File: src/rtl/nrtp_pkg.sv
`default_nettype none

package nrtp_pkg;

	localparam int FIELD_LIMIT = 16;
	localparam int CNT_W       = $clog2(FIELD_LIMIT + 1);

	localparam logic [7:0] CH_DOLLAR      = 8'h24;
	localparam logic [7:0] CH_STAR        = 8'h2A;
	localparam logic [7:0] CH_COMMA       = 8'h2C;
	localparam logic [7:0] CH_A           = 8'h41;
	localparam logic [7:0] CH_G           = 8'h47;
	localparam logic [7:0] CH_P           = 8'h50;
	localparam logic [7:0] CH_R           = 8'h52;
	localparam logic [7:0] CH_M           = 8'h4D;
	localparam logic [7:0] CH_C           = 8'h43;
	localparam logic [7:0] HEX_DIGIT_MAX  = 8'h39;
	localparam logic [7:0] HEX_ALPHA_BIAS = 8'h37;

	localparam logic [3:0] CODE_ONE   = 4'd1;
	localparam logic [3:0] CODE_BLANK = 4'd10;

	localparam int RES_W   = 17;
	localparam int TDATA_W = ((RES_W + 7) / 8) * 8;

	typedef enum logic [3:0] {
		ST_HUNT,
		ST_HDR_G,
		ST_HDR_P,
		ST_HDR_R,
		ST_HDR_M,
		ST_HDR_C,
		ST_COMMA,
		ST_TIME,
		ST_VALID,
		ST_SKIP,
		ST_CK_HI,
		ST_CK_LO
	} step_t;

	typedef struct packed {
		logic       no_fix;
		logic [3:0] ones_minute;
		logic [3:0] tens_minute;
		logic [3:0] ones_hour;
		logic [3:0] tens_hour_code;
	} result_t;

	typedef struct packed {
		logic [3:0] tens;
		logic [3:0] ones;
	} hour_t;

	function automatic logic [3:0] hex_nibble(logic [7:0] b);
		logic [7:0] v;
		v = (b > HEX_DIGIT_MAX) ? (b - HEX_ALPHA_BIAS) : b;
		return v[3:0];
	endfunction

	// UTC hour folded to 12-hour form, then shifted back by the offset
	function automatic hour_t to_local_hour(logic [3:0] n0, logic [3:0] n1, logic [3:0] tz);
		logic [7:0] h;
		logic [8:0] d;
		logic [8:0] e;
		hour_t      r;
		h = ({4'b0, n0} << 3) + ({4'b0, n0} << 1) + {4'b0, n1};
		if (h > 8'd12) h = h - 8'd12;
		if (h <= {4'b0, tz}) h = h + 8'd12;
		d = {1'b0, h} - {5'b0, tz};
		if (d[8] || (d[7:0] > 8'd9)) begin
			r.tens = 4'd1;
			e      = d - 9'd10;
		end else begin
			r.tens = 4'd0;
			e      = d;
		end
		r.ones = e[3:0];
		return r;
	endfunction

endpackage

`default_nettype wire

File: src/rtl/nrtp_core.sv
`default_nettype none

module nrtp_core (
	input  wire logic              clk,
	input  wire logic              arst_n,
	input  wire logic              en,
	input  wire logic [7:0]        rx_byte,
	input  wire logic [3:0]        tz_offset,
	output logic                   res_valid,
	output nrtp_pkg::result_t      res
);

	nrtp_pkg::step_t               step_q, step_d;
	logic [nrtp_pkg::CNT_W-1:0]    cnt_q, cnt_d;
	logic [7:0]                    run_xor_q, run_xor_d;
	logic [7:0]                    saved_xor_q, saved_xor_d;
	logic [7:0]                    recv_xor_q, recv_xor_d;
	logic                          fix_valid_q, fix_valid_d;
	logic [3:0]                    nib_q [4];
	logic [3:0]                    nib_d [4];
	nrtp_pkg::hour_t               hour;
	logic [7:0]                    recv_full;

	always_ff @(posedge clk or negedge arst_n) begin
		if (!arst_n) begin
			step_q      <= nrtp_pkg::ST_HUNT;
			cnt_q       <= '0;
			run_xor_q   <= '0;
			saved_xor_q <= '0;
			recv_xor_q  <= '0;
			fix_valid_q <= 1'b0;
			for (int i = 0; i < 4; i++) begin
				nib_q[i] <= '0;
			end
		end else if (en) begin
			step_q      <= step_d;
			cnt_q       <= cnt_d;
			run_xor_q   <= run_xor_d;
			saved_xor_q <= saved_xor_d;
			recv_xor_q  <= recv_xor_d;
			fix_valid_q <= fix_valid_d;
			for (int i = 0; i < 4; i++) begin
				nib_q[i] <= nib_d[i];
			end
		end
	end

	assign hour      = nrtp_pkg::to_local_hour(nib_q[0], nib_q[1], tz_offset);
	assign recv_full = {recv_xor_q[7:4], nrtp_pkg::hex_nibble(rx_byte)};

	always_comb begin
		step_d      = step_q;
		cnt_d       = cnt_q;
		saved_xor_d = saved_xor_q;
		recv_xor_d  = recv_xor_q;
		fix_valid_d = fix_valid_q;
		for (int i = 0; i < 4; i++) begin
			nib_d[i] = nib_q[i];
		end
		res_valid          = 1'b0;
		res.tens_hour_code = (nib_q[0] == 4'd1) ? nrtp_pkg::CODE_ONE : nrtp_pkg::CODE_BLANK;
		res.ones_hour      = nib_q[1];
		res.tens_minute    = nib_q[2];
		res.ones_minute    = nib_q[3];
		res.no_fix         = ~fix_valid_q;

		run_xor_d = (rx_byte != nrtp_pkg::CH_STAR) ? (run_xor_q ^ rx_byte) : run_xor_q;

		unique case (step_q)
			nrtp_pkg::ST_HUNT: begin
				step_d    = (rx_byte == nrtp_pkg::CH_DOLLAR) ? nrtp_pkg::ST_HDR_G
					: nrtp_pkg::ST_HUNT;
				run_xor_d = '0;
			end
			nrtp_pkg::ST_HDR_G: begin
				step_d = (rx_byte == nrtp_pkg::CH_G) ? nrtp_pkg::ST_HDR_P : nrtp_pkg::ST_HUNT;
			end
			nrtp_pkg::ST_HDR_P: begin
				step_d = (rx_byte == nrtp_pkg::CH_P) ? nrtp_pkg::ST_HDR_R : nrtp_pkg::ST_HUNT;
			end
			nrtp_pkg::ST_HDR_R: begin
				step_d = (rx_byte == nrtp_pkg::CH_R) ? nrtp_pkg::ST_HDR_M : nrtp_pkg::ST_HUNT;
			end
			nrtp_pkg::ST_HDR_M: begin
				step_d = (rx_byte == nrtp_pkg::CH_M) ? nrtp_pkg::ST_HDR_C : nrtp_pkg::ST_HUNT;
			end
			nrtp_pkg::ST_HDR_C: begin
				step_d = (rx_byte == nrtp_pkg::CH_C) ? nrtp_pkg::ST_COMMA : nrtp_pkg::ST_HUNT;
			end
			nrtp_pkg::ST_COMMA: begin
				cnt_d  = '0;
				step_d = (rx_byte == nrtp_pkg::CH_COMMA) ? nrtp_pkg::ST_TIME
					: nrtp_pkg::ST_HUNT;
			end
			nrtp_pkg::ST_TIME: begin
				if (rx_byte == nrtp_pkg::CH_COMMA) begin
					if (cnt_q > nrtp_pkg::CNT_W'(7)) begin
						nib_d[0] = hour.tens;
						nib_d[1] = hour.ones;
					end
					cnt_d  = '0;
					step_d = nrtp_pkg::ST_VALID;
				end else if (cnt_q < nrtp_pkg::CNT_W'(nrtp_pkg::FIELD_LIMIT)) begin
					if (cnt_q < nrtp_pkg::CNT_W'(4)) begin
						nib_d[cnt_q[1:0]] = rx_byte[3:0];
					end
					cnt_d = cnt_q + nrtp_pkg::CNT_W'(1);
				end
			end
			nrtp_pkg::ST_VALID, nrtp_pkg::ST_SKIP: begin
				if (step_q == nrtp_pkg::ST_VALID) begin
					fix_valid_d = (rx_byte == nrtp_pkg::CH_A);
					step_d      = nrtp_pkg::ST_SKIP;
				end
				if (rx_byte == nrtp_pkg::CH_STAR) begin
					saved_xor_d = run_xor_d;
					step_d      = nrtp_pkg::ST_CK_HI;
				end
			end
			nrtp_pkg::ST_CK_HI: begin
				recv_xor_d = {nrtp_pkg::hex_nibble(rx_byte), 4'b0};
				step_d     = nrtp_pkg::ST_CK_LO;
			end
			nrtp_pkg::ST_CK_LO: begin
				recv_xor_d = recv_full;
				res_valid  = (saved_xor_q == recv_full);
				for (int i = 0; i < 4; i++) begin
					nib_d[i] = '0;
				end
				step_d = nrtp_pkg::ST_HUNT;
			end
			default: begin
				step_d = nrtp_pkg::ST_HUNT;
			end
		endcase
	end

endmodule

`default_nettype wire

File: src/rtl/nmea_rmc_time_parser.sv
// $GPRMC time parser, one received character per transaction.
// Input stream: s_tvalid/s_tready/s_tdata, s_tdata[7:0] = rx_byte.
// Output stream: one transaction per sentence whose checksum matches,
// carrying the four display digit codes and the no-fix flag.
// Configuration: cfg_we writes cfg_wdata into tz_offset (hours subtracted
// from the 12-hour folded UTC hour); write only while the block is idle.
// Throughput: one character per cycle while no result waits for m_tready.
// Result path: a character whose checksum digit completes a sentence is
// held in the input register; then the parser state and the result register
// update in a single pass and m_tvalid rises, unless a stall holds it first.
// Stall: the result register holds while m_tready is low; the input register
// keeps taking characters that give no result, and s_tready drops only when
// a finished result would otherwise be overwritten.
// Reset: arst_n clears the parser to hunting for '$', clears checksums,
// stored digits, tz_offset and both valid flags.
`default_nettype none

module nmea_rmc_time_parser (
	input  wire logic                           clk,
	input  wire logic                           arst_n,
	input  wire logic                           s_tvalid,
	output logic                                s_tready,
	input  wire logic [7:0]                     s_tdata,  // [7:0] rx_byte
	output logic                                m_tvalid,
	input  wire logic                           m_tready,
	// [3:0] tens_hour_code, [7:4] ones_hour, [11:8] tens_minute,
	// [15:12] ones_minute, [16] no_fix, rest zero
	output logic [nrtp_pkg::TDATA_W-1:0]        m_tdata,
	input  wire logic                           cfg_we,
	input  wire logic [3:0]                     cfg_wdata
);

	logic                 valid_s1;
	logic [7:0]           byte_s1;
	logic [3:0]           tz_offset_q;
	logic                 res_valid;
	nrtp_pkg::result_t    res;
	nrtp_pkg::result_t    res_q;
	logic                 advance;

	assign advance  = valid_s1 && (!m_tvalid || m_tready || !res_valid);
	assign s_tready = !valid_s1 || advance;

	always_ff @(posedge clk or negedge arst_n) begin
		if (!arst_n) begin
			tz_offset_q <= '0;
		end else if (cfg_we) begin
			tz_offset_q <= cfg_wdata;
		end
	end

	always_ff @(posedge clk or negedge arst_n) begin
		if (!arst_n) begin
			valid_s1 <= 1'b0;
		end else if (s_tvalid && s_tready) begin
			valid_s1 <= 1'b1;
		end else if (advance) begin
			valid_s1 <= 1'b0;
		end
	end

	always_ff @(posedge clk) begin
		if (s_tvalid && s_tready) begin
			byte_s1 <= s_tdata;
		end
	end

	nrtp_core u_core (
		.clk       (clk),
		.arst_n    (arst_n),
		.en        (advance),
		.rx_byte   (byte_s1),
		.tz_offset (tz_offset_q),
		.res_valid (res_valid),
		.res       (res)
	);

	always_ff @(posedge clk or negedge arst_n) begin
		if (!arst_n) begin
			m_tvalid <= 1'b0;
		end else if (advance && res_valid) begin
			m_tvalid <= 1'b1;
		end else if (m_tready) begin
			m_tvalid <= 1'b0;
		end
	end

	always_ff @(posedge clk) begin
		if (advance && res_valid) begin
			res_q <= res;
		end
	end

	assign m_tdata = {{(nrtp_pkg::TDATA_W - nrtp_pkg::RES_W){1'b0}}, res_q};

endmodule

`default_nettype wire

File: config.mk
export PLATFORM = sky130hd
export DESIGN_NAME = nmea_rmc_time_parser
export DESIGN_NICKNAME = d
export VERILOG_FILES = /design/src/rtl/nrtp_pkg.sv /design/src/rtl/nrtp_core.sv /design/src/rtl/nmea_rmc_time_parser.sv
export SDC_FILE = /design/constraint.sdc
export NUM_CORES = 1
export LEC_CHECK = 0
export BUFFER_PORTS_ARGS = -buffer_cell sky130_fd_sc_hd__buf_2
export CAP_MARGIN = 20
export CORE_MARGIN = 2
export CORE_UTILIZATION = 30
export CTS_CLUSTER_DIAMETER = 60
export DETAILED_ROUTE_END_ITERATION = 7
export PLACE_DENSITY_LB_ADDON = 0.08
export SKIP_LAST_GASP = 1
export SLEW_MARGIN = 15
export SYNTH_ARGS = -nofsm -noshare
export SYNTH_HDL_FRONTEND = slang
export SYNTH_SLANG_ARGS = --single-unit
File: constraint.sdc
create_clock -name clk -period 6.1 [get_ports clk]
set_input_delay 1.22 -clock clk [delete_from_list [all_inputs] [get_ports clk]]
set_output_delay 1.22 -clock clk [all_outputs]
set_load 0.05 [all_outputs]
==> results of run 1 <==
[routing by layer]
metal / global-route usage / up-vias / part of all wire
li1: - / 1684 / -
met1: 0.190 / 1661 / 0.48
met2: 0.233 / 61 / 0.48
met3: 0.0356 / 10 / 0.032
met4: 0.0446 / 0 / 0.014
met5: 0 / - / 0
[worst paths after layout]
check | from | to | slack, ns | depth (start not counted)
worst max-delay path | u_core.res[7] | u_core.res[5] | 0.52 | 26
worst min-delay path | u_core.res[10] | m_tdata[10] | 0.46 | 0
worst max register to register | u_core.res[7] | u_core.res[5] | 0.52 | 26
worst min register to register | u_core.res[10] | m_tdata[10] | 0.46 | 0
max in group asynchronous | arst_n | u_core.nib_q[13] | 4.63 | 2
min in group asynchronous | arst_n | u_core.run_xor_q[4] | 1.01 | 2
[flip-flops by register name (all words and copies together), names as in the netlist]
signal              count
m_tdata                15
u_core.res             12
byte_s1                 8
u_core.run_xor_q        8
u_core.saved_xor_q      8
u_core.cnt_q            5
tz_offset_q             4
u_core.nib_q            4
u_core.recv_xor_q       4
u_core.step_q           4
m_tvalid                1
u_core.fix_valid_q      1
valid_s1                1
[per-stage QoR]
step	util	worst slack, ns	power [mW]	instance area [um^2]
after global routing	0.353	0.0713	1.35	5180
after global placement	0.331	0.662	0.718	4840
after detailed placement	0.331	0.412	0.720	4840
after CTS	0.353	0.376	1.30	5160
final	0.353	0.524	1.28	5180
after floorplan	-	0.987	0.679	4560
[critical path: cells and delay by family (launching register included)]
| family | cells | cell delay, ns |
|---|---|---|
| adder cells (fa/ha/maj) | 5 | 1.96 |
| flip-flops | 1 | 0.37 |
| buffers and inverters | 3 | 0.23 |
| AND/OR/NAND/NOR | 7 | 0.93 |
| AO/OA/AOI/OAI | 9 | 1.60 |
| XOR/XNOR | 2 | 0.42 |
[area by class of cell]
type                       count  area, um^2
sequential                    75        1990
inverter                      28         105
timing repair buffer          37         193
clock inverter                 5        76.3
multi-input combinational    337        2340
clock buffer                  11         243
tap                          184         230
fill                        1490        9470
[kinds of logic (layout without fill, tap and decap cells)]
| family | Yosys count | count (layout) | synth area share |
|---|---|---|---|
| mux | 12 | 12 | 0.0281 |
| compound gates | 117 | 117 | 0.182 |
| xor+xnor | 20 | 20 | 0.0444 |
| fa+ha+maj | 28 | 28 | 0.0822 |
| simple gates | 152 | 152 | 0.169 |
| flops | 75 | 75 | 0.439 |
| other cells | 1 | 8 | 0.000827 |
| buf+inv | 53 | 81 | 0.0543 |
[Yosys cell counts, drive strengths merged (3+ instances only)]
cell type	n
a21oi	24
nor4	4
o21a	3
nand2b	15
o31ai	7
edfxtp	23
a31oi	10
mux2	6
xnor2	12
o21ai	33
buf	15
fa	3
or3	4
nor2b	3
xor2	8
a22o	12
inv	28
a21o	7
dfrtp	52
and3	6
mux2i	6
nand2	39
a41oi	4
ha	25
nand3	13
nor3	11
clkbuf	10
or2	5
nor2	39
[power by group through the flow]
stage	Sequential (mW)	Clock [mW]	Combinational [mW]
after floorplan	0.555	0	0.124
after CTS	0.562	0.592	0.149
final	0.562	0.571	0.149
after global placement	0.571	0	0.146
after global routing	0.566	0.615	0.169
after detailed placement	0.572	0	0.149
[repair_timing]
| action | in CTS | in global routing |
|---|---|---|
| hold buffers | 0 | 0 |
| endpoints found under the setup margin | 0 | 1 |
| setup buffers | 0 | 0 |
| gates resized for setup | 0 | 2 |
==> flow_summary.json, run 1 <==
{
  "status": "completed",
  "hold_violations": 0,
  "required_ns": 6.37,
  "drt_first_pass_iters": 4,
  "clk_pin_slew_ns": 0.05,
  "p_clk_frac": 0.445,
  "post-route-period-util": 0.914,
  "power_frac_seq": 0.439,
  "track_usage": 0.144,
  "mostFrequentLayoutCells": "dfrtp_1 (52), nand2_1 (39), nor2_1 (37)",
  "cts_tree": "yes",
  "die_area_um2": 16100,
  "areaGrowthSynthToFinish_pct": 14.1,
  "setup_violations": 0,
  "async_flop_share": 0.693,
  "antenna_left": 0,
  "vias_per_cell": 5.05,
  "min_period_ns": 5.58,
  "arrival_ns": 5.85,
  "synth_ff_type": "dfrtp_1",
  "slew_headroom": 0.447,
  "globalplace.congestion": 0.781,
  "cts_root_buffer": "clkbuf_16",
  "ys_types": 65,
  "cts_inserted_buffers": 9,
  "fp.dieH_um": 127,
  "cts_buffer_depth": 2,
  "grt_max_degree": 53,
  "start_util": 0.310,
  "initialDrtViolationCount": 202,
  "p_int_uw": 959,
  "drive_gt1_frac": 0.144,
  "comb_power_share": 0.116,
  "cts.sinks": 75,
  "coreArea_um2": 14600,
  "die_w_um": 127,
  "antenna_found_initial": 0,
  "critical_path_class": "register to register",
  "post_synth_instance_area_um2": 4540,
  "synth_area_leaders": "dfrtp_1 (29%), edfxtp_1 (15%), ha_1 (6.9%)",
  "place_inst": 661,
  "yosysTopAreaCellShare": 0.287,
  "rsz0062_at_grt": "false",
  "grt_pass1_vias": 3411,
  "startpoint_type": "register",
  "p_sw_frac": 0.252,
  "maxSlewViolCount": 0,
  "finalSetupTns_ns": 0,
  "grt_remaining_overflow": 0,
  "port_buffers": 34,
  "leakage_nw": 2.26,
  "hold_slack_ns": 0.459,
  "grt_pass1_wl_mm": 18.1,
  "finalWirelength_mm": 10.9,
  "hold_path.class": "register to register",
  "setup.worst_path.end_class": "register",
  "worst_pin_slew_ns": 0.829,
  "yosysSeqAreaShare": 0.439,
  "layout_commonest_cell": "dfrtp_1",
  "layout.nets": 533,
  "syn_inst": 458,
  "avgRoutedWirePerCell_um": 16.1,
  "fmax_ghz": 0.179,
  "crit_fanout": 4,
  "clk_latency_ns": 0.34,
  "vias": 3416,
  "maxCapViolations": 0,
  "rows": 44,
  "finalNonFillerCells": 677,
  "htree_levels": 3,
  "ys_ff_latch": 75,
  "synth_edf_count": 23,
  "synth_largest_area_cell": "dfrtp_1",
  "powerDensity_nw_per_um2": 248,
  "io_pins": 43,
  "p_sw_uw": 324,
  "dpl.hpwl_mm": 7.82,
  "clock_skew_ns": 0.00933,
  "antenna_cells": 0,
  "avgSynthCellArea_um2": 9.91,
  "remaining_drc_errors": 0,
  "cpMaxStageDelayCell": "a2111oi_0",
  "vdd_drop_max_mv": 0.169,
  "yosysWarnings": 0,
  "max_stage_delay_ns": 0.63
}
No activity file was read; power rests on OpenSTA's default activity.
==> run 2: changes to the inputs <==
--- a/config.mk
+++ b/config.mk
@@ -9,9 +9,11 @@
 export CAP_MARGIN = 20
 export CORE_MARGIN = 2
 export CORE_UTILIZATION = 30
+export CTS_BUF_LIST = sky130_fd_sc_hd__clkbuf_8
 export CTS_CLUSTER_DIAMETER = 60
 export DETAILED_ROUTE_END_ITERATION = 7
 export PLACE_DENSITY_LB_ADDON = 0.08
+export SETUP_SLACK_MARGIN = 0.3
 export SKIP_LAST_GASP = 1
 export SLEW_MARGIN = 15
 export SYNTH_ARGS = -nofsm -noshare
==> run 2 against run 1 <==
  * Final cell count increased by 1.3%
  * Global-route usage about the same
  * Critical path depth increased by 2
  * Power decreased by 11%
  * Clock skew increased by 0.0044 ns
  * Combinational power increased by 3%
  * Maximum frequency increased by 1.5%
  * Wire length increased by 0.85%
  * Largest power group is now registers
==> flow_summary.json, run 2 (synthesis gave the netlist of run 1 again) <==
{
  "start_util": 0.310,
  "hold_slack_ns": 0.456,
  "track_usage": 0.143,
  "powerDensity_nw_per_um2": 221,
  "coreArea_um2": 14600,
  "grt_max_degree": 53,
  "status": "completed",
  "setup_violations": 0,
  "layout_commonest_cell": "dfrtp_1",
  "final_util": 0.353,
  "layout.nets": 542,
  "required_ns": 6.35,
  "cts_buffer_depth": 2,
  "maxCapViolations": 0,
  "drive_gt1_frac": 0.169,
  "cpMaxStageDelayCell": "fa_1",
  "worst_pin_slew_ns": 0.829,
  "avgRoutedWirePerCell_um": 16.0,
  "p_clk_frac": 0.373,
  "vias_per_cell": 5.03,
  "startpoint_type": "register",
  "cts.sinks": 75,
  "cts_root_buffer": "clkbuf_8",
  "cts_inserted_buffers": 9,
  "vias": 3452,
  "fp.dieH_um": 127,
  "post-route-period-util": 0.901,
  "clock_skew_ns": 0.0138,
  "areaGrowthSynthToFinish_pct": 14.0,
  "p_sw_uw": 310,
  "rows": 44,
  "max_stage_delay_ns": 0.56,
  "remaining_drc_errors": 0,
  "vdd_drop_max_mv": 0.140,
  "grt_remaining_overflow": 0,
  "htree_levels": 3,
  "finalSetupTns_ns": 0,
  "finalNonFillerCells": 686,
  "place_inst": 661,
  "finalWirelength_mm": 11.0,
  "cts_tree": "yes",
  "leakage_nw": 2.27,
  "grt_pass1_vias": 3412,
  "hold_path.class": "register to register",
  "r2r_slack_ns": 0.61,
  "setup.worst_path.end_class": "register",
  "slew_headroom": 0.448,
  "antenna_cells": 0,
  "largest_reg_flops": 15,
  "io_pins": 43,
  "mostFrequentLayoutCells": "dfrtp_1 (52), nand2_1 (39), nor2_1 (37)",
  "min_period_ns": 5.49,
  "port_buffers": 34,
  "die_w_um": 127,
  "holdBufCountCts": 0,
  "maxSlewViolCount": 0,
  "dpl.hpwl_mm": 7.82,
  "p_sw_frac": 0.272,
  "rsz0062_at_grt": "false",
  "arrival_ns": 5.74,
  "fmax_ghz": 0.182,
  "p_int_uw": 831,
  "clk_latency_ns": 0.37,
  "power_frac_seq": 0.492,
  "die_area_um2": 16100,
  "initialDrtViolationCount": 172,
  "globalplace.congestion": 0.781,
  "crit_fanout": 4,
  "comb_power_share": 0.135,
  "antenna_found_initial": 0,
  "cp_common_cell": "ha_1",
  "antenna_left": 0,
  "hold_violations": 0,
  "clk_pin_slew_ns": 0.07,
  "grt_pass1_wl_mm": 18.0,
  "drt_first_pass_iters": 4,
  "critical_path_class": "register to register"
}
-- run 2: critical path, delay by kind of cell (launching register included) --
kind	cells	cell delay (ns)
xor+xnor	2	0.42
buf+inv	4	0.39
simple gates	6	0.86
flops	1	0.43
compound gates	9	1.29
fa+ha+maj	6	1.85
mux	1	0.15
-- run 2: what timing repair did --
action,4_1_cts,5_1_grt
setup endpoints to repair,0,4
gates resized for setup,0,9
buffers inserted,0,9
-- run 2: final timing paths --
kind	cells past startpoint	startpoint	to
min	0	u_core.res[10]	m_tdata[10]
max in group asynchronous	2	arst_n	u_core.res[8]
min in group asynchronous	2	arst_n	u_core.run_xor_q[4]
max	28	u_core.nib_q[13]	u_core.res[6]
max reg2reg	28	u_core.nib_q[13]	u_core.res[6]
min reg2reg	0	u_core.res[10]	m_tdata[10]
-- run 2: cell type report --
cell class              count  area, um^2
repair buffers             46         260
clock buffers              10         138
fillers                  1506        9470
well taps                 184         230
inverters                  28         105
flip-flops and latches     75        1990
clock inverters             6        80.1
multi-input cells         337        2360
-- run 2: power groups by stage --
stage	combinational (mW)	clock (mW)	sequential, mW
after floorplan	0.124	0	0.555
after global placement	0.146	0	0.571
after detailed placement	0.149	0	0.572
after CTS	0.149	0.446	0.561
after global routing	0.174	0.465	0.565
final	0.154	0.426	0.561
-- run 2: routing by layer --
| layer | track usage | vias to the layer above | part of all wire |
|---|---|---|---|
| li1 | - | 1702 | - |
| met2 | 0.233 | 58 | 0.48 |
| met3 | 0.0356 | 10 | 0.036 |
| met5 | 0 | - | 0 |
| met1 | 0.189 | 1682 | 0.47 |
| met4 | 0.0446 | 0 | 0.014 |
-- run 2: through the flow --
| step | instance area, um^2 | total power [mW] | setup WS [ns] |
|---|---|---|---|
| 2_1_floorplan | 4560 | 0.679 | 0.987 |
| 3_3_place_gp | 4840 | 0.718 | 0.662 |
| 3_5_place_dp | 4840 | 0.720 | 0.412 |
| 4_1_cts | 5060 | 1.16 | 0.373 |
| 5_1_grt | 5170 | 1.20 | 0.272 |
| 6_report | 5170 | 1.14 | 0.605 |
